### config.mk
export PLATFORM = sky130hd
export DESIGN_NAME = onewire_read_rom_master_core_flat
export DESIGN_NICKNAME = d
export VERILOG_FILES = /design/src/rtl/core/owrm_pkg.sv /design/src/rtl/core/owrm_tick_if.sv /design/src/rtl/core/owrm_result_if.sv /design/src/rtl/core/owrm_cfg_regs.sv /design/src/rtl/core/owrm_seq.sv /design/src/rtl/core/owrm_out_reg.sv /design/src/rtl/core/onewire_read_rom_master_core.sv /design/src/flat_wrapper.sv
export SDC_FILE = /design/constraint.sdc
export NUM_CORES = 1
export LEC_CHECK = 0
export BUFFER_PORTS_ARGS = -buffer_cell sky130_fd_sc_hd__buf_2
export CAP_MARGIN = 0
export CORE_UTILIZATION = 59
export DETAILED_ROUTE_END_ITERATION = 8
export GPL_TIMING_DRIVEN = 0
export PLACE_DENSITY = 0.78
export SLEW_MARGIN = 15
export SYNTH_ARGS = -nofsm -noshare
export SYNTH_HDL_FRONTEND = slang
export SYNTH_SLANG_ARGS = --single-unit
### constraint.sdc
create_clock -name clk -period 9.9 [get_ports clk]
set_clock_uncertainty 0.2 [all_clocks]
set_input_delay 0.99 -clock clk [delete_from_list [all_inputs] [get_ports clk]]
set_output_delay 0.99 -clock clk [all_outputs]
set_load 0.1 [all_outputs]
### src/rtl/core/owrm_pkg.sv
// owrm_pkg: shared types, constants and helper functions for the 1-wire read rom master
// no dependencies
package owrm_pkg;

    localparam int unsigned TICK_W     = 10;
    localparam int unsigned SLOT_W     = 8;
    localparam int unsigned CFG_IDX_W  = 3;
    localparam int unsigned CFG_DATA_W = 10;
    localparam int unsigned ROM_W      = 64;
    localparam int unsigned SERIAL_W   = 48;
    localparam int unsigned STATUS_W   = 2;

    localparam logic [SLOT_W-1:0] RECOVERY_TICKS = 8'd5;
    localparam logic [7:0]        CMD_READ_ROM   = 8'h33;
    localparam logic [7:0]        CRC_POLY       = 8'h8C;

    localparam logic [TICK_W-1:0] RST_RESET_LOW_TICKS      = 10'd540;
    localparam logic [TICK_W-1:0] RST_PRESENCE_SAMPLE_TICK = 10'd68;
    localparam logic [TICK_W-1:0] RST_RESET_HIGH_TICKS     = 10'd305;
    localparam logic [SLOT_W-1:0] RST_SLOT_TICKS           = 8'd65;
    localparam logic [SLOT_W-1:0] RST_WRITE_ZERO_LOW_TICKS = 8'd90;
    localparam logic [SLOT_W-1:0] RST_WRITE_ONE_LOW_TICKS  = 8'd10;
    localparam logic [SLOT_W-1:0] RST_READ_LOW_TICKS       = 8'd6;
    localparam logic [SLOT_W-1:0] RST_READ_SAMPLE_TICK     = 8'd15;

    localparam logic [STATUS_W-1:0] STATUS_CRC_OK      = 2'd0;
    localparam logic [STATUS_W-1:0] STATUS_CRC_FAIL    = 2'd1;
    localparam logic [STATUS_W-1:0] STATUS_NO_PRESENCE = 2'd2;

    typedef enum logic [CFG_IDX_W-1:0] {
        REG_RESET_LOW_TICKS      = 3'd0,
        REG_PRESENCE_SAMPLE_TICK = 3'd1,
        REG_RESET_HIGH_TICKS     = 3'd2,
        REG_SLOT_TICKS           = 3'd3,
        REG_WRITE_ZERO_LOW_TICKS = 3'd4,
        REG_WRITE_ONE_LOW_TICKS  = 3'd5,
        REG_READ_LOW_TICKS       = 3'd6,
        REG_READ_SAMPLE_TICK     = 3'd7
    } cfg_idx_t;

    typedef enum logic [6:0] {
        PH_IDLE     = 7'b0000001,
        PH_RST_LOW  = 7'b0000010,
        PH_RST_HIGH = 7'b0000100,
        PH_WR_LOW   = 7'b0001000,
        PH_WR_REL   = 7'b0010000,
        PH_RD_LOW   = 7'b0100000,
        PH_RD_REL   = 7'b1000000
    } phase_t;

    typedef struct packed {
        logic [TICK_W-1:0] reset_low_ticks;
        logic [TICK_W-1:0] presence_sample_tick;
        logic [TICK_W-1:0] reset_high_ticks;
        logic [SLOT_W-1:0] slot_ticks;
        logic [SLOT_W-1:0] write_zero_low_ticks;
        logic [SLOT_W-1:0] write_one_low_ticks;
        logic [SLOT_W-1:0] read_low_ticks;
        logic [SLOT_W-1:0] read_sample_tick;
    } cfg_t;

    typedef struct packed {
        logic                drive_low;
        logic                busy_res;
        logic                done_res;
        logic [STATUS_W-1:0] status;
        logic [7:0]          family_code;
        logic [SERIAL_W-1:0] serial_number;
        logic [7:0]          crc_byte;
    } result_t;

    function automatic logic [SLOT_W-1:0] sub_sat(input logic [SLOT_W-1:0] a,
                                                  input logic [SLOT_W-1:0] b);
        sub_sat = (a > b) ? (a - b) : '0;
    endfunction

    // reflected crc-8, one byte
    function automatic logic [7:0] crc8_step(input logic [7:0] acc, input logic [7:0] data);
        logic [7:0] c;
        c = acc ^ data;
        for (int i = 0; i < 8; i++) begin
            c = c[0] ? ((c >> 1) ^ CRC_POLY) : (c >> 1);
        end
        crc8_step = c;
    endfunction

endpackage

### src/rtl/core/owrm_tick_if.sv
// owrm_tick_if: input channel carrying one tick word (start request and line level)
// depends on owrm_pkg conventions only
interface owrm_tick_if;
    logic valid;
    logic ready;
    logic start_req;
    logic line_level;

    modport source (output valid, output start_req, output line_level, input ready);
    modport sink   (input valid, input start_req, input line_level, output ready);
endinterface

### src/rtl/core/owrm_result_if.sv
// owrm_result_if: output channel carrying one result word per tick
// depends on owrm_pkg for field widths
interface owrm_result_if;
    logic                             valid;
    logic                             ready;
    logic                             drive_low;
    logic                             busy_res;
    logic                             done_res;
    logic [owrm_pkg::STATUS_W-1:0]    status;
    logic [7:0]                       family_code;
    logic [owrm_pkg::SERIAL_W-1:0]    serial_number;
    logic [7:0]                       crc_byte;

    modport source (output valid, output drive_low, output busy_res, output done_res,
                    output status, output family_code, output serial_number,
                    output crc_byte, input ready);
    modport sink   (input valid, input drive_low, input busy_res, input done_res,
                    input status, input family_code, input serial_number,
                    input crc_byte, output ready);
endinterface

### src/rtl/core/owrm_cfg_regs.sv
// owrm_cfg_regs: timing configuration registers with a plain write port
// depends on owrm_pkg
module owrm_cfg_regs (
    input  logic                           clk,
    input  logic                           rst_n,
    input  logic                           cfg_we,
    input  logic [owrm_pkg::CFG_IDX_W-1:0]  cfg_index,
    input  logic [owrm_pkg::CFG_DATA_W-1:0] cfg_data,
    output owrm_pkg::cfg_t                 cfg
);
    import owrm_pkg::*;

    cfg_t cfg_reg;
    cfg_t cfg_next;

    always_comb
    begin
        cfg_next = cfg_reg;
        if (cfg_we)
        begin
            case (cfg_idx_t'(cfg_index))
                REG_RESET_LOW_TICKS:      cfg_next.reset_low_ticks      = cfg_data;
                REG_PRESENCE_SAMPLE_TICK: cfg_next.presence_sample_tick = cfg_data;
                REG_RESET_HIGH_TICKS:     cfg_next.reset_high_ticks     = cfg_data;
                REG_SLOT_TICKS:           cfg_next.slot_ticks           = cfg_data[SLOT_W-1:0];
                REG_WRITE_ZERO_LOW_TICKS: cfg_next.write_zero_low_ticks = cfg_data[SLOT_W-1:0];
                REG_WRITE_ONE_LOW_TICKS:  cfg_next.write_one_low_ticks  = cfg_data[SLOT_W-1:0];
                REG_READ_LOW_TICKS:       cfg_next.read_low_ticks       = cfg_data[SLOT_W-1:0];
                REG_READ_SAMPLE_TICK:     cfg_next.read_sample_tick     = cfg_data[SLOT_W-1:0];
                default:                  cfg_next = cfg_reg;
            endcase
        end
    end

    always_ff @(posedge clk or negedge rst_n)
    begin
        if (!rst_n)
        begin
            cfg_reg.reset_low_ticks      <= RST_RESET_LOW_TICKS;
            cfg_reg.presence_sample_tick <= RST_PRESENCE_SAMPLE_TICK;
            cfg_reg.reset_high_ticks     <= RST_RESET_HIGH_TICKS;
            cfg_reg.slot_ticks           <= RST_SLOT_TICKS;
            cfg_reg.write_zero_low_ticks <= RST_WRITE_ZERO_LOW_TICKS;
            cfg_reg.write_one_low_ticks  <= RST_WRITE_ONE_LOW_TICKS;
            cfg_reg.read_low_ticks       <= RST_READ_LOW_TICKS;
            cfg_reg.read_sample_tick     <= RST_READ_SAMPLE_TICK;
        end
        else
        begin
            cfg_reg <= cfg_next;
        end
    end

    assign cfg = cfg_reg;

endmodule

### src/rtl/core/owrm_seq.sv
// owrm_seq: bus sequencer state, one step per accepted tick word, plus crc and rom capture
// depends on owrm_pkg
module owrm_seq (
    input  logic              clk,
    input  logic              rst_n,
    input  logic              accept,
    input  logic              start_req,
    input  logic              line_level,
    input  owrm_pkg::cfg_t    cfg,
    output owrm_pkg::result_t res
);
    import owrm_pkg::*;

    phase_t            phase_reg, phase_next;
    logic [TICK_W-1:0] tick_reg, tick_next;
    logic [2:0]        bit_reg, bit_next;
    logic [2:0]        byte_reg, byte_next;
    logic [ROM_W-1:0]  rom_reg, rom_next;
    logic [7:0]        crc_reg, crc_next;
    logic [STATUS_W-1:0] status_reg, status_next;

    logic              done;
    logic              cmd_bit;
    logic [TICK_W-1:0] tick_inc;
    logic [TICK_W:0]   tick_p1;
    logic [SLOT_W-1:0] wr_low_len;
    logic [SLOT_W-1:0] wr_rel_len;
    logic [SLOT_W-1:0] rd_rel_len;
    logic [SLOT_W-1:0] rd_sample;
    logic [ROM_W-1:0]  rom_set;
    logic [7:0]        rd_byte;

    assign cmd_bit    = CMD_READ_ROM[bit_reg];
    assign tick_inc   = tick_reg + 1'b1;
    assign tick_p1    = {1'b0, tick_reg} + 1'b1;
    assign wr_low_len = cmd_bit ? cfg.write_one_low_ticks : cfg.write_zero_low_ticks;
    assign wr_rel_len = cmd_bit ? sub_sat(cfg.slot_ticks, cfg.write_one_low_ticks)
                                : RECOVERY_TICKS;
    assign rd_rel_len = sub_sat(cfg.slot_ticks, cfg.read_low_ticks);
    assign rd_sample  = sub_sat(cfg.read_sample_tick, cfg.read_low_ticks);

    always_comb
    begin
        rom_set = rom_reg;
        if ((tick_reg == TICK_W'(rd_sample)) && line_level)
        begin
            rom_set = rom_reg | (ROM_W'(1) << {byte_reg, bit_reg});
        end
    end

    assign rd_byte = rom_set[{byte_reg, 3'b000} +: 8];

    always_comb
    begin
        phase_next  = phase_reg;
        tick_next   = tick_reg;
        bit_next    = bit_reg;
        byte_next   = byte_reg;
        rom_next    = rom_reg;
        crc_next    = crc_reg;
        status_next = status_reg;
        done        = 1'b0;
        case (phase_reg)
            PH_IDLE:
            begin
                if (start_req)
                begin
                    rom_next    = '0;
                    crc_next    = '0;
                    status_next = STATUS_CRC_OK;
                    bit_next    = '0;
                    byte_next   = '0;
                    tick_next   = '0;
                    phase_next  = PH_RST_LOW;
                end
            end
            PH_RST_LOW:
            begin
                if (tick_p1 >= {1'b0, cfg.reset_low_ticks})
                begin
                    phase_next = PH_RST_HIGH;
                    tick_next  = '0;
                end
                else
                begin
                    tick_next = tick_inc;
                end
            end
            PH_RST_HIGH:
            begin
                if ((tick_reg == cfg.presence_sample_tick) && line_level)
                begin
                    status_next = STATUS_NO_PRESENCE;
                    done        = 1'b1;
                    phase_next  = PH_IDLE;
                    tick_next   = '0;
                end
                else if ((tick_reg >= cfg.presence_sample_tick) &&
                         (tick_p1 >= {1'b0, cfg.reset_high_ticks}))
                begin
                    phase_next = PH_WR_LOW;
                    tick_next  = '0;
                    bit_next   = '0;
                end
                else
                begin
                    tick_next = tick_inc;
                end
            end
            PH_WR_LOW:
            begin
                if (tick_p1 >= (TICK_W+1)'(wr_low_len))
                begin
                    phase_next = PH_WR_REL;
                    tick_next  = '0;
                end
                else
                begin
                    tick_next = tick_inc;
                end
            end
            PH_WR_REL:
            begin
                if (tick_p1 >= (TICK_W+1)'(wr_rel_len))
                begin
                    tick_next = '0;
                    if (bit_reg == 3'd7)
                    begin
                        bit_next   = '0;
                        byte_next  = '0;
                        phase_next = PH_RD_LOW;
                    end
                    else
                    begin
                        bit_next   = bit_reg + 1'b1;
                        phase_next = PH_WR_LOW;
                    end
                end
                else
                begin
                    tick_next = tick_inc;
                end
            end
            PH_RD_LOW:
            begin
                if (tick_p1 >= (TICK_W+1)'(cfg.read_low_ticks))
                begin
                    phase_next = PH_RD_REL;
                    tick_next  = '0;
                end
                else
                begin
                    tick_next = tick_inc;
                end
            end
            PH_RD_REL:
            begin
                rom_next = rom_set;
                if ((tick_reg >= TICK_W'(rd_sample)) &&
                    (tick_p1 >= (TICK_W+1)'(rd_rel_len)))
                begin
                    tick_next  = '0;
                    phase_next = PH_RD_LOW;
                    if (bit_reg == 3'd7)
                    begin
                        bit_next = '0;
                        if (byte_reg == 3'd7)
                        begin
                            status_next = (crc_reg == rd_byte) ? STATUS_CRC_OK
                                                               : STATUS_CRC_FAIL;
                            done        = 1'b1;
                            phase_next  = PH_IDLE;
                        end
                        else
                        begin
                            crc_next  = crc8_step(crc_reg, rd_byte);
                            byte_next = byte_reg + 1'b1;
                        end
                    end
                    else
                    begin
                        bit_next = bit_reg + 1'b1;
                    end
                end
                else
                begin
                    tick_next = tick_inc;
                end
            end
            default:
            begin
                phase_next = PH_IDLE;
                tick_next  = '0;
            end
        endcase
    end

    always_ff @(posedge clk or negedge rst_n)
    begin
        if (!rst_n)
        begin
            phase_reg  <= PH_IDLE;
            tick_reg   <= '0;
            bit_reg    <= '0;
            byte_reg   <= '0;
            rom_reg    <= '0;
            crc_reg    <= '0;
            status_reg <= STATUS_CRC_OK;
        end
        else if (accept)
        begin
            phase_reg  <= phase_next;
            tick_reg   <= tick_next;
            bit_reg    <= bit_next;
            byte_reg   <= byte_next;
            rom_reg    <= rom_next;
            crc_reg    <= crc_next;
            status_reg <= status_next;
        end
    end

    assign res.drive_low     = (phase_reg == PH_RST_LOW) || (phase_reg == PH_WR_LOW) ||
                               (phase_reg == PH_RD_LOW);
    assign res.busy_res      = (phase_next != PH_IDLE);
    assign res.done_res      = done;
    assign res.status        = status_next;
    assign res.family_code   = rom_next[7:0];
    assign res.serial_number = rom_next[55:8];
    assign res.crc_byte      = rom_next[63:56];

endmodule

### src/rtl/core/owrm_out_reg.sv
// owrm_out_reg: result register between the sequencer and the result channel
// depends on owrm_pkg and owrm_result_if
module owrm_out_reg (
    input  logic                  clk,
    input  logic                  rst_n,
    input  logic                  load_valid,
    input  owrm_pkg::result_t     load_data,
    output logic                  load_ready,
    owrm_result_if.source         result
);
    import owrm_pkg::*;

    logic    valid_reg, valid_next;
    result_t data_reg;

    assign load_ready = !valid_reg || result.ready;

    always_comb
    begin
        valid_next = valid_reg;
        if (load_ready)
        begin
            valid_next = load_valid;
        end
    end

    always_ff @(posedge clk or negedge rst_n)
    begin
        if (!rst_n)
        begin
            valid_reg <= 1'b0;
        end
        else
        begin
            valid_reg <= valid_next;
        end
    end

    always_ff @(posedge clk)
    begin
        if (load_ready && load_valid)
        begin
            data_reg <= load_data;
        end
    end

    assign result.valid         = valid_reg;
    assign result.drive_low     = data_reg.drive_low;
    assign result.busy_res      = data_reg.busy_res;
    assign result.done_res      = data_reg.done_res;
    assign result.status        = data_reg.status;
    assign result.family_code   = data_reg.family_code;
    assign result.serial_number = data_reg.serial_number;
    assign result.crc_byte      = data_reg.crc_byte;

endmodule

### src/rtl/core/onewire_read_rom_master_core.sv
// onewire_read_rom_master_core: top level of the 1-wire read rom master
// depends on owrm_pkg, owrm_tick_if, owrm_result_if, owrm_cfg_regs, owrm_seq, owrm_out_reg
//
// Each tick word is one bus microsecond and yields exactly one result word, registered as
// it is taken. A tick word is taken every clock while the result register is empty or its
// word is taken in the same cycle, so the block sustains one word per clock; the figure is
// set by the single sequencer step (phase, tick counter, bit and byte index, crc byte) that
// runs between the state registers and the result register. A transaction lasts as many
// tick words as the configured bus timings add up to. The user must write timing registers
// through the plain write port while no transaction is running; not enforced by the block.
module onewire_read_rom_master_core (
    input  logic                           clk,
    input  logic                           rst_n,
    owrm_tick_if.sink                      tick,
    owrm_result_if.source                  result,
    input  logic                           cfg_we,
    input  logic [owrm_pkg::CFG_IDX_W-1:0]  cfg_index,
    input  logic [owrm_pkg::CFG_DATA_W-1:0] cfg_data
);
    import owrm_pkg::*;

    cfg_t    cfg;
    result_t step_res;
    logic    load_ready;
    logic    accept;

    assign tick.ready = load_ready;
    assign accept     = tick.valid && load_ready;

    owrm_cfg_regs u_cfg_regs (
        .clk       (clk),
        .rst_n     (rst_n),
        .cfg_we    (cfg_we),
        .cfg_index (cfg_index),
        .cfg_data  (cfg_data),
        .cfg       (cfg)
    );

    owrm_seq u_seq (
        .clk        (clk),
        .rst_n      (rst_n),
        .accept     (accept),
        .start_req  (tick.start_req),
        .line_level (tick.line_level),
        .cfg        (cfg),
        .res        (step_res)
    );

    owrm_out_reg u_out_reg (
        .clk        (clk),
        .rst_n      (rst_n),
        .load_valid (tick.valid),
        .load_data  (step_res),
        .load_ready (load_ready),
        .result     (result)
    );

`ifndef SYNTHESIS
    a_done_not_busy: assert property (@(posedge clk) disable iff (!rst_n)
        result.valid && result.done_res |-> !result.busy_res)
        else $error("done word still flagged busy");

    a_no_presence_rom_clear: assert property (@(posedge clk) disable iff (!rst_n)
        result.valid && result.done_res && (result.status == STATUS_NO_PRESENCE)
        |-> (result.family_code == 8'd0) && (result.crc_byte == 8'd0) &&
            (result.serial_number == '0))
        else $error("rom fields set after missing presence pulse");

    a_stall_blocks_tick: assert property (@(posedge clk) disable iff (!rst_n)
        result.valid && !result.ready |-> !tick.ready)
        else $error("tick taken while result word is stalled");

    a_drive_only_busy: assert property (@(posedge clk) disable iff (!rst_n)
        accept && step_res.drive_low |=> result.valid && result.drive_low &&
            $past(step_res.busy_res || step_res.done_res || step_res.drive_low))
        else $error("line driven outside a transaction");
`endif

endmodule

### src/flat_wrapper.sv
// flat-port wrapper written by rule: the top's interface ports become plain ports
module onewire_read_rom_master_core_flat import owrm_pkg::*;
  (clk, rst_n, cfg_we, cfg_index, cfg_data, tick_valid, tick_start_req, tick_line_level, tick_ready, result_valid, result_drive_low, result_busy_res, result_done_res, result_status, result_family_code, result_serial_number, result_crc_byte, result_ready);
  owrm_tick_if tick_i ();
  owrm_result_if result_i ();
  input  logic clk;
  input  logic rst_n;
  input  logic cfg_we;
  input  logic [owrm_pkg::CFG_IDX_W-1:0] cfg_index;
  input  logic [owrm_pkg::CFG_DATA_W-1:0] cfg_data;
  input wire logic [$bits(tick_i.valid)-1:0] tick_valid;
  input wire logic [$bits(tick_i.start_req)-1:0] tick_start_req;
  input wire logic [$bits(tick_i.line_level)-1:0] tick_line_level;
  output wire logic [$bits(tick_i.ready)-1:0] tick_ready;
  output wire logic [$bits(result_i.valid)-1:0] result_valid;
  output wire logic [$bits(result_i.drive_low)-1:0] result_drive_low;
  output wire logic [$bits(result_i.busy_res)-1:0] result_busy_res;
  output wire logic [$bits(result_i.done_res)-1:0] result_done_res;
  output wire logic [$bits(result_i.status)-1:0] result_status;
  output wire logic [$bits(result_i.family_code)-1:0] result_family_code;
  output wire logic [$bits(result_i.serial_number)-1:0] result_serial_number;
  output wire logic [$bits(result_i.crc_byte)-1:0] result_crc_byte;
  input wire logic [$bits(result_i.ready)-1:0] result_ready;
  assign tick_i.valid = tick_valid;
  assign tick_i.start_req = tick_start_req;
  assign tick_i.line_level = tick_line_level;
  assign tick_ready = tick_i.ready;
  assign result_valid = result_i.valid;
  assign result_drive_low = result_i.drive_low;
  assign result_busy_res = result_i.busy_res;
  assign result_done_res = result_i.done_res;
  assign result_status = result_i.status;
  assign result_family_code = result_i.family_code;
  assign result_serial_number = result_i.serial_number;
  assign result_crc_byte = result_i.crc_byte;
  assign result_i.ready = result_ready;
  onewire_read_rom_master_core u_core (.clk(clk), .rst_n(rst_n), .tick(tick_i), .result(result_i), .cfg_we(cfg_we), .cfg_index(cfg_index), .cfg_data(cfg_data));
endmodule
; Word-level counts from Yosys, hierarchy flattened
; Memories as Yosys holds them, arrays and structs flattened.
; Index checks and enable logic that the tools add are counted.
; W data, S select, Z words.
[word_totals]
regBits = 237
latch_bits = 0
ram_bits = 0
mem_bits_ro = 8
inputBits = 20
memories = 1
[classes]
add_sub_neg = 7
multipliers = 0
div = 0
n_lt_le_gt_ge = 12
eq_ne = 28
shifts = 2
muxes = 68
n_bitwise = 10
n_reduce_logical = 25
[memory_table]
columns = memory, words, word_bits, read_ports, rd_clocked_by_memory_dff, wr, line_no
row1 = (name not given), 8, 1, 1, 0, 0, owrm_seq.sv:33  ; assign cmd_bit = CMD_READ_ROM[bit_reg];
[op_table]
columns = op, count
row1 = $mux W8, 17
row2 = $mux W64, 2
row3 = $pmux W64 S2, 1
row4 = $mux W10, 8
row5 = $pmux W10 S7, 1
row6 = $or A64 B64 Y64, 1
row7 = $shiftx A64 B7 Y8, 1
row8 = $shl A1 B6 Y64 const A, 1
row9 = $mux W7, 8
row10 = $pmux W7 S7, 1
row11 = $ge A11 B8 Y1, 4
row12 = $mux W3, 11
row13 = $gt A8 B8 Y1, 3
row14 = $not A2 Y3, 8
row15 = $sub A8 B8 Y8, 3
row16 = $ge A11 B10 Y1, 2
row17 = $eq A3 B3 Y1 const B, 6
row18 = $mux W6, 3
row19 = $reduce_and A2 Y1, 9
row20 = $ne A2 B2 Y1 const B, 8
row21 = $pmux W8 S2, 1
row22 = $pmux W3 S4, 1
row23 = $add A10 B1 Y11 const B, 1
row24 = $add A10 B1 Y10 const B, 1
row25 = other kinds (33), 50

; Depth between registers and ports, before layout
; Gate-level depths: netlist of the first run.
[depth]
ltp_word = 27
ltp_mapped = 22
depth_no_buf = 21

; By module
; Synthesis of the first run repeated with hierarchy kept, for this count alone.
[hier_totals]
hier_cells = 1126
hier_area_um2 = 13830.8
[by_module_without_submodules]
columns = module, n_inst, cells_per_inst, area_each_um2, seq_area_each_um2
row1 = owrm_seq, 1, 896, 8772.2, 2428.6
row2 = owrm_cfg_regs, 1, 156, 2926.6, 1781.7
row3 = owrm_out_reg, 1, 73, 2125.8, 2097.0
row4 = onewire_read_rom_master_core, 1, 1, 6.3, 0.0

; Worst setup path before layout of the first run
; No wires, ideal clock.
[synth_path]
kind = input-to-reg
start = in result_ready
end = reg u_core.u_seq.phase_reg[4]
t_arrival_ns = 5.257
slack_ns = 4.363
cell_stages = 7
n_path_buf = 2
path_cell_list = nand2b_1 -> nand2_1 -> inv_1 -> clkbuf_1 -> clkbuf_1 -> o311ai_0 -> nand2_1
[synth_via]
elab_chain_cells = 2
[synth_lines]
columns = element, line_no
row1 = start: declaration, flat_wrapper.sv:23  ; input wire logic [$bits(result_i.ready)-1:0] result_ready;
row2 = $logic_or A1 B1 Y1, owrm_out_reg.sv:16  ; assign load_ready = !valid_reg || result.ready;
row3 = $logic_and A1 B1 Y1, onewire_read_rom_master_core.sv:28  ; assign accept = tick.valid && load_ready;
row4 = named net u_core.accept, onewire_read_rom_master_core.sv:25  ; logic accept;
row5 = end signal: assignment, owrm_seq.sv:212  ; phase_reg <= phase_next;
row6 = end: declaration, owrm_seq.sv:14  ; phase_t phase_reg, phase_next;
; The timed path passes the listed nets, and every way through them passes these cells.
; A chain may end at the register's enable or synchronous reset.

; Worst setup path after layout of the first run
[layout_path]
start = reg u_core.u_cfg_regs.cfg_reg, in the netlist u_core.u_cfg_regs.cfg[0]
end = reg u_core.u_seq.crc_reg[2]
[layout_via]
elab_chain_cells = 22
[layout_lines]
columns = element, line_no
row1 = start: declaration, owrm_cfg_regs.sv:13  ; cfg_t cfg_reg;
row2 = start signal: assignment, owrm_cfg_regs.sv:50  ; cfg_reg <= cfg_next;
row3 = $sub A8 B8 Y8 / $gt A8 B8 Y1 (equally long branches), owrm_pkg.sv:74  ; sub_sat = (a > b) ? (a - b) : '0;
row4 = $mux W8 (*), owrm_pkg.sv:74
row5 = $eq A10 B8 Y1, owrm_seq.sv:45  ; if ((tick_reg == TICK_W'(rd_sample)) && line_level)
row6 = $logic_and A1 B1 Y1, owrm_seq.sv:45
row7 = $mux W64, owrm_seq.sv:45
row8 = $shiftx A64 B7 Y8, owrm_seq.sv:51  ; assign rd_byte = rom_set[{byte_reg, 3'b000} +: 8];
row9 = $xor A8 B8 Y8, owrm_pkg.sv:80  ; c = acc ^ data;
row10 = $mux W8 (2 in a row), owrm_pkg.sv:82  ; c = c[0] ? ((c >> 1) ^ CRC_POLY) : (c >> 1);
row11 = [... 2 more ...], --
row12 = $not A2 Y3 (no line), --
row13 = $mux W8 (4 in a row), owrm_pkg.sv:82
row14 = $not A2 Y3 (no line), --
row15 = $mux W8, owrm_pkg.sv:82
row16 = $mux W8, owrm_seq.sv:167  ; if (byte_reg == 3'd7)
row17 = $mux W8, owrm_seq.sv:164  ; if (bit_reg == 3'd7)
row18 = $mux W8, owrm_seq.sv:159  ; if ((tick_reg >= TICK_W'(rd_sample)) &&
row19 = $pmux W8 S2, owrm_seq.sv:63  ; case (phase_reg)
row20 = end signal: assignment, owrm_seq.sv:217  ; crc_reg <= crc_next;
row21 = end: declaration, owrm_seq.sv:19  ; logic [7:0] crc_reg, crc_next;
; Mark *: on every way between the ends. The rest lies on a longest branch, timed or not. The select of a mux whose other input is x is not followed.

==> results of run 1 <==
[through the flow]
stage / area [µm²] / hold WS, ps / total power, mW / worst slack, ps / util [%]
after floorplan: 13400 / 267 / 2.33 / 4360 / -
after global placement: 14200 / 282 / 2.64 / 3700 / 64.3
after detailed placement: 14300 / 291 / 2.69 / 4450 / 64.7
after CTS: 15300 / 8.87 / 3.85 / 4420 / 69.4
after global routing: 15300 / 2.36 / 4.07 / 4010 / 69.5
final: 15300 / 24.0 / 3.86 / 4350 / 69.5
[cells in the final DEF, fill, tap and decap left out, types with 10 or more instances in the layout]
| cell | instances |
|---|---|
| nor3_1 | 17 |
| buf_2 | 90 |
| a21oi_1 | 23 |
| nand3_1 | 22 |
| nand4_1 | 19 |
| nor2b_1 | 16 |
| a22o_1 | 66 |
| mux2_2 | 108 |
| o21a_1 | 12 |
| a21o_1 | 15 |
| inv_1 | 74 |
| o21ai_0 | 75 |
| edfxtp_1 | 69 |
| clkbuf_1 | 33 |
| nor2_1 | 56 |
| mux4_2 | 10 |
| dfrtp_1 | 143 |
| nand3b_1 | 13 |
| dfstp_2 | 25 |
| nand2_1 | 87 |
| mux2i_1 | 12 |
| ha_1 | 103 |
| xnor2_1 | 16 |
| nand2b_1 | 13 |
| xor2_1 | 20 |
| clkbuf_16 | 27 |
[worst max-delay path: stages (launching register included)]
cell and delay, ps:
dfstp_2 530, inv_1 40, ha_1 220, fa_1 410, nor2b_1 130, o21ai_0 110
a21oi_1 180, o21ai_0 130, a21oi_1 230, o21a_1 140, o22a_1 270, nand3b_1 130
ha_1 320, and4_1 190, buf_2 170, nand3_1 300, o22ai_1 470, xor2_1 340
xor2_1 170, xnor2_1 380, xor2_1 120, o31ai_1 240
[area by class of cell]
type	count	area [µm²]	share of cell area [%]
multi-input combinational	813	6670	43.5
timing repair buffer	89	523	3.41
buffer	43	195	1.27
tap	280	350	2.28
sequential	237	6310	41.1
clock inverter	19	339	2.21
inverter	74	278	1.81
clock buffer	29	683	4.45
[logic make-up (layout without fill, tap and decap cells)]
group,after synthesis,in the layout,share of synthesized area (%)
adders and majority gates,106,106,10.0
DFF,237,237,47.0
muxes,137,137,12.9
AOI/OAI and AO/OA,250,250,13.2
xor gates and xnor gates,37,37,2.47
and+or+nand+nor,283,283,10.9
buffers and inverters,117,254,3.49
[power breakdown]
group	internal, mW	total [mW]	switching, mW	leakage, nW
combinational	0.551	1.48	0.924	3.72
sequential	1.14	1.23	0.0849	2.84
clock	0.734	1.15	0.418	0.488
total	2.43	3.86	1.43	7.05
[per-layer routing]
layer / up-vias / part of all wire [%] / GRT usage, %
met5: - / 0 / 0
met4: 0 / 3.8 / 12.0
met3: 104 / 6.7 / 4.56
met2: 439 / 48 / 50.3
met1: 4897 / 41 / 38.8
li1: 4577 / - / -
[worst max-delay path by stage]
stage / cells after the start / startpoint / end
2_1_floorplan: 7 / result_ready / u_core.u_seq.phase_reg[4]$_DFFE_PN0P_
3_3_place_gp: 8 / result_ready / u_core.u_seq.phase_reg[4]$_DFFE_PN0P_
3_5_place_dp: 20 / u_core.u_cfg_regs.cfg[0]$_DFFE_PN1P_ / u_core.u_seq.crc_reg[2]$_DFFE_PN0P_
4_1_cts: 20 / u_core.u_cfg_regs.cfg[0]$_DFFE_PN1P_ / u_core.u_seq.crc_reg[2]$_DFFE_PN0P_
5_1_grt: 20 / u_core.u_cfg_regs.cfg[0]$_DFFE_PN1P_ / u_core.u_seq.crc_reg[2]$_DFFE_PN0P_
6_report: 21 / u_core.u_cfg_regs.cfg[0]$_DFFE_PN1P_ / u_core.u_seq.crc_reg[2]$_DFFE_PN0P_
==> flow_summary.yaml, run 1 <==
synthesis:
  avgSynthCellArea_um2: 11.5
  synth_warnings: 0
  synth_cells: 1167
  synth_edf_count: 69
  synthesis.nets: 1293
  netlist_top_cells_area: "dfrtp_1 27%, edfxtp_1 15%, ha_1 9.6%"
  synthTopCellsByCount: "143 x dfrtp_1, 108 x mux2_2, 103 x ha_1"
  synth-seq-area-share_pct: 47.0
  synth_top_cell_by_area: "dfrtp_1"
  synth_most_common_cell: "dfrtp_1"
  synth_seq_cells: 237
  synth-async-reset-ratio_pct: 70.9
  synth_cell_types: 79
  syn_area_um2: 13400
  yosys.area.top_type_share_pct: 26.7
  synth_flop_cell: "dfrtp_1"
die:
  ios: 91
  fp.dieW_um: 153
  coreArea_um2: 22100
  die_h_um: 153
  rows: 54
  dieArea_um2: 23400
  start_util_pct: 60.8
timing:
  finalCritPeriodShare_pct: 56.0
  fin_crit_ps: 5550
  setup_tns_ps: 0
  slew_violations: 0
  setup-violations-final: 0
  max_freq_ghz: 0.180
  grt_setup_unrepaired: "false"
  relSlewSlack_pct: 24.6
  worstMarginPinSlew_ps: 1120
  hold_violations: 0
setup_path:
  critPathLaunchType: "register"
  critical_path_arrival_ps: 5770
  endpoint_kind: "register"
  reg2reg_slack_ps: 4350
  reg2reg_depth: 21
  crit_required_ps: 10130
  critPathKind: "register to register"
  reg2reg_from: "u_core.u_cfg_regs.cfg[0]$_DFFE_PN1P_"
  reg2reg_to: "u_core.u_seq.crc_reg[2]$_DFFE_PN0P_"
  path_max_fanout: 8
layout:
  diodes: 0
  largest_reg_flops: 70
  stdcell_count: 1584
  final.fill_count: 1616
  flow.area_growth_from_synthesis_pct: 14.3
  nets: 1410
  drive_above_1_share_pct: 23.3
global_route:
  antenna_found_initial: 0
  track_usage_pct: 29.8
  grt_pass1_vias: 10135
  grt_overflow_total: 0
  grt_max_degree: 104
  grt_pass1_wl_mm: 54.8
route:
  drt-pass1-iter-count: 5
  drc: 0
  drtIter0Drc: 698
  vias: 10017
  ant_nets: 0
  vias_per_cell: 6.32
  post_drt_wl_per_cell_um: 21.4
  drt-total-wl_mm: 33.8
pwr:
  power_density_nw_per_um2: 251
  ir_drop_mv: 0.149
  leakage_nw: 7.05
clock_network:
  cts_tree: "yes"
  htreeDepth: 1
  insertion_delay_ps: 540
  cts_resized: 0
  ctsHoldBuffers: 0
  numCtsBuffers: 26
  cts_sinks: 237
  postCtsSetupRepairBufs: 0
  cts_root_buf: "clkbuf_16"
  clock_path_buffers: 3
  clk_pin_slew_ps: 60
placed_design:
  dpl.cell_count: 1536
  dp_hpwl_mm: 24.1
  io_buffers: 86
  gp_congestion: 0.888
min_path:
  hold_class: "input pin to async pin"
flow_run:
  drv_cap: 0
run_status:
  status: "finished clean"
No activity file was read; power rests on OpenSTA's default activity.
==> inputs of run 2 (changes only) <==
--- a/config.mk
+++ b/config.mk
@@ -7,10 +7,10 @@
 export LEC_CHECK = 0
 export BUFFER_PORTS_ARGS = -buffer_cell sky130_fd_sc_hd__buf_2
 export CAP_MARGIN = 0
-export CORE_UTILIZATION = 59
+export CORE_UTILIZATION = 55
 export DETAILED_ROUTE_END_ITERATION = 8
 export GPL_TIMING_DRIVEN = 0
-export PLACE_DENSITY = 0.78
+export PLACE_DENSITY = 0.76
 export SLEW_MARGIN = 15
 export SYNTH_ARGS = -nofsm -noshare
 export SYNTH_HDL_FRONTEND = slang
==> constraint.sdc (replaced) <==
create_clock -name clk -period 4.7 [get_ports clk]
set_clock_uncertainty 0.2 [all_clocks]
set_input_delay 0.47 -clock clk [delete_from_list [all_inputs] [get_ports clk]]
set_output_delay 0.47 -clock clk [all_outputs]
set_load 0.1 [all_outputs]
==> run 2 against run 1 <==
Net effect:
- the flow now finishes with violations (negative setup slack)
- sequential share of layout area decreased by 1.6 points
- global-route usage decreased by 1.8 points
- cell count increased by 5.1%
- maximum frequency increased by 17%
- flip-flop and latch count unchanged
- clock-buffer cell count increased by 5
- setup slack got worse by 4400 ps
==> flow_summary.yaml, run 2 (synthesis gave the netlist of run 1 again) <==
placed_design:
  dpl.cell_count: 1574
  gp_congestion: 0.927
  dp_hpwl_mm: 24.8
  placed_cell_area_um2: 14300
  io_buffers: 86
timing:
  worstMarginPinSlew_ps: 1240
  max_freq_ghz: 0.211
  setup_tns_ps: -83.7
  setup-violations-final: 4
  slew_violations: 0
  whs_ps: 50.3
  hold_violations: 0
  grt_setup_unrepaired: "true"
  fin_crit_ps: 4740
  relSlewSlack_pct: 16.5
  setup_slack_ps: -36.8
  finalCritPeriodShare_pct: 101
pwr:
  clock_power_share_pct: 25.2
  power_frac_comb_pct: 44.7
  p_sw_mw: 3.31
  leakage_nw: 7.26
  power_density_nw_per_um2: 541
  sw_frac_of_total_pct: 38.2
  seqPwrFrac_pct: 30.1
  internal_power_mw: 5.34
  ir_drop_mv: 0.291
route:
  drc: 0
  drt-total-wl_mm: 35.1
  vias_per_cell: 6.18
  post_drt_wl_per_cell_um: 21.1
  drtIter0Drc: 888
  drt-pass1-iter-count: 6
  vias: 10292
  ant_nets: 0
layout:
  nets: 1452
  flow.area_growth_from_synthesis_pct: 19.0
  drive_above_1_share_pct: 29.1
  largest_reg_flops: 70
  final_common_cell: "dfrtp_1"
  post-route-util_pct: 67.5
  final_cell_area_um2: 16000
  diodes: 0
  final_cell_mix: "142 x dfrtp_1, 108 x mux2_2, 99 x ha_1"
  stdcell_count: 1665
setup_path:
  reg2reg_to: "u_core.u_seq.crc_reg[6]$_DFFE_PN0P_"
  reg2reg_slack_ps: -40
  reg2reg_from: "u_core.u_cfg_regs.cfg[0]$_DFFE_PN1P_"
  path_max_fanout: 7
  critPathLaunchType: "register"
  crit_required_ps: 4920
  critical_path_arrival_ps: 4950
  critPathKind: "register to register"
  reg2reg_depth: 22
  endpoint_kind: "register"
  cp-startpoint: "u_core.u_cfg_regs.cfg[0]$_DFFE_PN1P_"
min_path:
  hold_start: "result_ready"
  hold_class: "input pin to register"
  whs_path_depth: 3
  hold_end: "u_core.u_out_reg.result.valid$_DFFE_PN0N_"
die:
  ios: 91
  fp.dieW_um: 158
  coreArea_um2: 23700
  start_util_pct: 56.7
  dieArea_um2: 25000
  rows: 56
  die_h_um: 158
global_route:
  antenna_found_initial: 0
  grt_max_degree: 96
  grt_pass1_wl_mm: 53.7
  grt_pass1_vias: 9880
  grt_overflow_total: 0
  track_usage_pct: 28.1
clock_network:
  clk_pin_slew_ps: 60
  insertion_delay_ps: 550
  numCtsBuffers: 26
  cts_root_buf: "clkbuf_16"
  cts_sinks: 237
  cts_tree: "yes"
  clock_path_buffers: 3
  htreeDepth: 1
run_status:
  status: "complete, but fails checks"
  violations: "negative setup slack"
flow_run:
  drv_cap: 0
run 2: cell count changes in the layout (fill, tap and decap cells not counted), moves of 6 or more:
| cell | delta |
|---|---|
| xor2_1 | -9 |
| xor2_2 | +6 |
| o21ai_0 | -16 |
| buf_4 | +36 |
| buf_6 | +6 |
| o21ai_1 | +13 |
run 2: through the flow:
step	power [mW]	setup slack [ps]
2_1_floorplan	4.92	45.7
3_3_place_gp	5.57	-613
6_report	8.65	-36.8
3_5_place_dp	5.66	-731
4_1_cts	8.23	20.0
5_1_grt	9.07	-262
run 2: how the worst max path moves through the flow:
stage / end / slack (ps) / depth (start not counted)
final: u_core.u_seq.crc_reg[6]$_DFFE_PN0P_ / -40 / 22
after global routing: u_core.u_seq.crc_reg[7]$_DFFE_PN0P_ / -260 / 21
after CTS: u_core.u_seq.bit_reg[0]$_DFFE_PN0P_ / 20 / 25
after detailed placement: u_core.u_seq.crc_reg[7]$_DFFE_PN0P_ / -730 / 21
after global placement: u_core.u_seq.crc_reg[2]$_DFFE_PN0P_ / -610 / 21
after floorplan: u_core.u_seq.bit_reg[0]$_DFFE_PN0P_ / 50 / 22
run 2: area by class of cell:
cell class,instances,area (µm²)
timing repair buffer,133,848
multi-input combinational,813,7020
fill,1781,7700
buffer,41,199
tap,319,399
sequential,237,6310
clock buffer,34,732
clock inverter,14,190
inverter,74,280
run 2: what timing repair did:
item	in CTS	in global routing
setup buffers	22	18
pin swaps	14	44
hold endpoints to repair	59	0
gates resized for setup	42	53
cloned	0	1
endpoints found under the setup margin	36	36
hold buffers	4	0
run 2: critical path: stages, from the launching register on:
cell and delay (ps):
dfstp_2 540, inv_2 50, ha_4 160, fa_2 380, nor2b_2 130, o21ai_2 70
a21oi_2 170, o21ai_2 80, a21oi_2 160, o21a_1 130, o22a_2 210, buf_4 130
nand2b_1 50, ha_1 330, and4_4 300, nand3_4 150, buf_6 160, o22ai_4 250
xor2_4 220, xor2_2 250, xor2_2 240, xnor2_1 150, o21ai_1 90
run 2: per-layer routing:
layer  up-vias  global-route usage [%]  share of wire (%)
met2       459                    45.0                 47
met3        74                    5.12                8.2
met1      5099                    38.5                 42
met5         -                       0                  0
li1       4660                       -                  -
met4         0                    9.11                2.7
run 2: power groups by stage:
| stage | Clock [mW] | Combinational [mW] | Sequential (mW) |
|---|---|---|---|
| 2_1_floorplan | 0 | 2.10 | 2.82 |
| 3_3_place_gp | 0 | 2.95 | 2.62 |
| 3_5_place_dp | 0 | 3.04 | 2.62 |
| 4_1_cts | 2.20 | 3.44 | 2.59 |
| 5_1_grt | 2.29 | 4.16 | 2.63 |
| 6_report | 2.18 | 3.87 | 2.60 |
